## src/sv/ptpc_pkg.sv

```systemverilog
// ----------------------------------------------------------------------------
// ptpc_pkg
// Shared constants, codes and helpers of the planar tile pixel codec.
// ----------------------------------------------------------------------------
`timescale 1ns / 1ps
`default_nettype none

package ptpc_pkg;

  localparam int ROM_BYTES    = 65536;
  localparam int ROM_AW       = $clog2(ROM_BYTES);
  localparam int BIT_AW       = ROM_AW + 3;
  localparam int MAX_TILE_DIM = 32;
  localparam int MAX_PLANES   = 8;
  localparam int DIM_IDX_W    = $clog2(MAX_TILE_DIM);
  localparam int PLANE_IDX_W  = $clog2(MAX_PLANES);

  localparam int CFG_IDX_W  = 3;
  localparam int CFG_DATA_W = 19;

  localparam logic [CFG_IDX_W-1:0] REG_PLANE_COUNT = 3'd0;
  localparam logic [CFG_IDX_W-1:0] REG_TILE_STRIDE = 3'd1;
  localparam logic [CFG_IDX_W-1:0] REG_BASE_BYTE   = 3'd2;
  localparam logic [CFG_IDX_W-1:0] REG_TILE_WIDTH  = 3'd3;
  localparam logic [CFG_IDX_W-1:0] REG_TILE_HEIGHT = 3'd4;
  localparam logic [CFG_IDX_W-1:0] REG_ORIENTATION = 3'd5;
  localparam logic [CFG_IDX_W-1:0] REG_ROW4_QUIRK  = 3'd6;

  localparam logic [1:0] CMD_LOAD_ROM    = 2'd0;
  localparam logic [1:0] CMD_LOAD_LAYOUT = 2'd1;
  localparam logic [1:0] CMD_READ        = 2'd2;
  localparam logic [1:0] CMD_WRITE       = 2'd3;

  localparam logic [1:0] TSEL_COL   = 2'd0;
  localparam logic [1:0] TSEL_ROW   = 2'd1;
  localparam logic [1:0] TSEL_PLANE = 2'd2;

  localparam logic [2:0] ORI_NONE  = 3'd0;
  localparam logic [2:0] ORI_FLIPX = 3'd1;
  localparam logic [2:0] ORI_FLIPY = 3'd2;
  localparam logic [2:0] ORI_R180  = 3'd3;
  localparam logic [2:0] ORI_R90   = 3'd4;
  localparam logic [2:0] ORI_R270  = 3'd5;

  localparam logic [4:0] QUIRK_ROW   = 5'd4;
  localparam logic [5:0] QUIRK_SHIFT = 6'd4;

  function automatic logic [5:0] clamp_dim(input logic [5:0] v);
    if (v == 6'd0) return 6'd1;
    if (v > 6'(MAX_TILE_DIM)) return 6'(MAX_TILE_DIM);
    return v;
  endfunction

  function automatic logic [3:0] clamp_planes(input logic [3:0] v);
    if (v == 4'd0) return 4'd1;
    if (v > 4'(MAX_PLANES)) return 4'(MAX_PLANES);
    return v;
  endfunction

endpackage

`default_nettype wire

```

## src/sv/ptpc_orient.sv

```systemverilog
// ----------------------------------------------------------------------------
// ptpc_orient
// Maps a source pixel position to its oriented destination in the tile.
// ----------------------------------------------------------------------------
`timescale 1ns / 1ps
`default_nettype none

module ptpc_orient import ptpc_pkg::*; (
  input  logic [2:0] orientation,
  input  logic [5:0] w_eff,
  input  logic [5:0] h_eff,
  input  logic [4:0] x,
  input  logic [4:0] y,
  output logic [4:0] dest_x,
  output logic [4:0] dest_y
);

  logic [5:0] wx_full;
  logic [5:0] hy_full;
  logic [4:0] wx;
  logic [4:0] hy;

  assign wx_full = w_eff - 6'd1 - {1'b0, x};
  assign hy_full = h_eff - 6'd1 - {1'b0, y};
  assign wx      = wx_full[4:0];
  assign hy      = hy_full[4:0];

  always_comb begin
    unique case (orientation)
      ORI_FLIPX: begin dest_x = wx; dest_y = y;  end
      ORI_FLIPY: begin dest_x = x;  dest_y = hy; end
      ORI_R180:  begin dest_x = wx; dest_y = hy; end
      ORI_R90:   begin dest_x = hy; dest_y = x;  end
      ORI_R270:  begin dest_x = y;  dest_y = wx; end
      default:   begin dest_x = x;  dest_y = y;  end
    endcase
  end

endmodule

`default_nettype wire

```

## config.mk

```make
export PLATFORM = sky130hd
export DESIGN_NAME = ptpc_orient
export DESIGN_NICKNAME = d
export VERILOG_FILES = /design/src/sv/ptpc_pkg.sv /design/src/sv/ptpc_orient.sv
export SDC_FILE = /design/constraint.sdc
export NUM_CORES = 1
export LEC_CHECK = 0
export BUFFER_PORTS_ARGS = -buffer_cell sky130_fd_sc_hd__buf_2
export CAP_MARGIN = 20
export CORE_MARGIN = 2
export CORE_UTILIZATION = 28
export DETAILED_ROUTE_END_ITERATION = 6
export PLACE_DENSITY_LB_ADDON = 0.08
export SYNTH_ARGS = -nofsm -noshare
export SYNTH_HDL_FRONTEND = slang
export SYNTH_SLANG_ARGS = --single-unit
export TNS_END_PERCENT = 5
```

## constraint.sdc

```tcl
create_clock -name vclk -period 2.7
set_input_delay 0.135 -clock vclk [all_inputs]
set_output_delay 0.135 -clock vclk [all_outputs]
set_load 0.05 [all_outputs]
```

==> results.cfg <==
[outcome]
status = finished, final reports clean

[yosys]
yosysSeqAreaShare_pct = 0
synth_cell_types = 31
syn-cell-area_sq_um = 696
ys_top_cells_by_area = ha_1 (16%), mux2i_1 (8.6%), fa_1 (5.8%), o21ai_0 (5.8%), nand2_1 (5.4%)
synthesis.instances = 97
postSynthAreaPerCell_sq_um = 7.17
yosysWarnings = 0
synth_top_area_share_pct = 16.2
synth_area_leader_cell = ha_1
syn-num-nets = 133

[grt]
grt_pass1_vias = 660
track_usage_pct = 11.9
grt_max_degree = 21
grt_pass1_wl_mm = 2.68
grt_overflow_total = 0
antenna_found_initial = 0

[drt]
routed_wl_mm = 1.79
num_vias = 771
via_per_inst = 5.01
ant_nets = 0
wl_per_cell_um = 11.6
drc = 0
drtPass1Iterations = 4
dr.first_iter.drc_count = 12

[sta]
period_needed_ps = 2450
rsz0062_at_grt = false
tightest_slew_ps = 538
tns_ps = 0
finalSetupViolCount = 0
report.final.slew_viol_count = 0
timing.final.ws_setup_ps = 250
finalCritPeriodShare_pct = 90.7
max_freq_ghz = 0.408
slew-limit-headroom_pct = 64.1
hold_viol = 0

[cells_and_area]
final_common_cell = buf_2
regArea_sq_um = 0
seq_cell_count = 0
nClkBuffers = 0
syn_to_final_growth_pct = 23.4
nets = 162
antenna_cells = 0
fin_util_pct = 35.6
drive_gt1_share_pct = 28.2
most-common-layout-cells = buf_2 (33), nand2_1 (10), inv_1 (9), ha_1 (9), o21ai_0 (8)
stdcell_count = 154

[placement]
io_buffers = 33
place_ws_ps = 252
dp_hpwl_mm = 1.50
gp_congestion = 0.828
dp.cells = 154

[floorplan]
core_region_area_sq_um = 2410
chipHeight_um = 53.8
ios = 35
die_area_sq_um = 2900
die_w_um = 53.8
initial_core_util_pct = 28.9
num_rows = 18

[power]
ir_drop_v = 0.000131
combPwrFrac_pct = 100.0
power.switching_mw = 0.158
switching_share_pct = 64.4
p_leak_nw = 0.465
p_total_mw = 0.245
p_int_mw = 0.0871
pwr-share-seq_pct = 0
clockPowerShare_pct = 0
power.density_nw_per_um2 = 285

[setup_path]
cp-end-kind = primary output
critPathArrivalTime_ps = 2310
path_class = in2out
worstPathRequired_ps = 2570
crit_fanout = 2
critPathLaunchType = primary input

[clock_network]
hold_buffers = 0
post_cts_buffers = 0
cts-resized-gates = 0

[worst_hold_path]
worstHoldPathCells = 4
hold_class = in2out

[job]
maxCapViolations = 0
==> path summary, 6_finish.rpt <==
kind / start / slack (ps) / to
worst max-delay path: y[0] / 250 / dest_y[4]
worst min-delay path: y[2] / 710 / dest_y[2]
==> power groups by stage <==
stage | Clock, mW | Sequential (mW) | Combinational (mW)
5_1_grt | 0 | 0 | 0.267
3_3_place_gp | 0 | 0 | 0.243
3_5_place_dp | 0 | 0 | 0.246
4_1_cts | 0 | 0 | 0.247
2_1_floorplan | 0 | 0 | 0.190
6_report | 0 | 0 | 0.245
==> final cells by class <==
type | count | area (sq um)
fillers | 272 | 1550
inverters | 9 | 33.8
repair buffers | 33 | 165
well taps | 30 | 37.5
multi-input cells | 82 | 622
==> cells by family after synthesis <==
family,count (synthesis),share of synthesized area (%)
mux,7,10.3
fa+ha+maj,11,21.9
compound gates,34,32.9
simple gates,23,15.5
buf+inv,15,10.6
xor+xnor,7,8.81
==> critical path, stage by stage <==
cell     delay (ps)
buf_2           100
inv_1            50
ha_1            220
fa_1            410
a21o_1          190
a21oi_2         190
xor2_1          190
mux2_1          340
a221o_1         290
buf_2           210
==> through the flow <==
stage	cell area, sq um	hold slack, ps
6_report	858	709
3_5_place_dp	858	708
5_1_grt	858	751
3_3_place_gp	858	708
4_1_cts	858	708
2_1_floorplan	696	614
==> Yosys cell counts <==
cell and n:
xor2_1 3, fa_1 2, a22oi_1 1, a221o_1 1
o21a_1 2, o21ai_0 8, o221ai_1 2, mux2i_1 6
a211o_1 1, a221oi_1 3, nand3b_1 1, buf_4 2
xnor2_1 4, nor2_1 5, and2_1 1, nor3b_1 1
nand2b_1 2, a2bb2oi_1 1, mux2_1 1, a21oi_2 2
ha_1 9, a21o_1 4, o22ai_1 2, nand3_1 1
a21oi_1 7, buf_2 2, buf_6 1, clkbuf_1 1
nor2b_1 2, inv_1 9, nand2_1 10
==> metal layers <==
metal	track usage, %	vias to the layer above	wire length (um)
li1	-	404	-
met1	14.4	342	812
met2	23.4	25	845
met3	1.11	0	132
met4	0	0	0
met5	0	-	0
(Power assumes the default switching activity.)
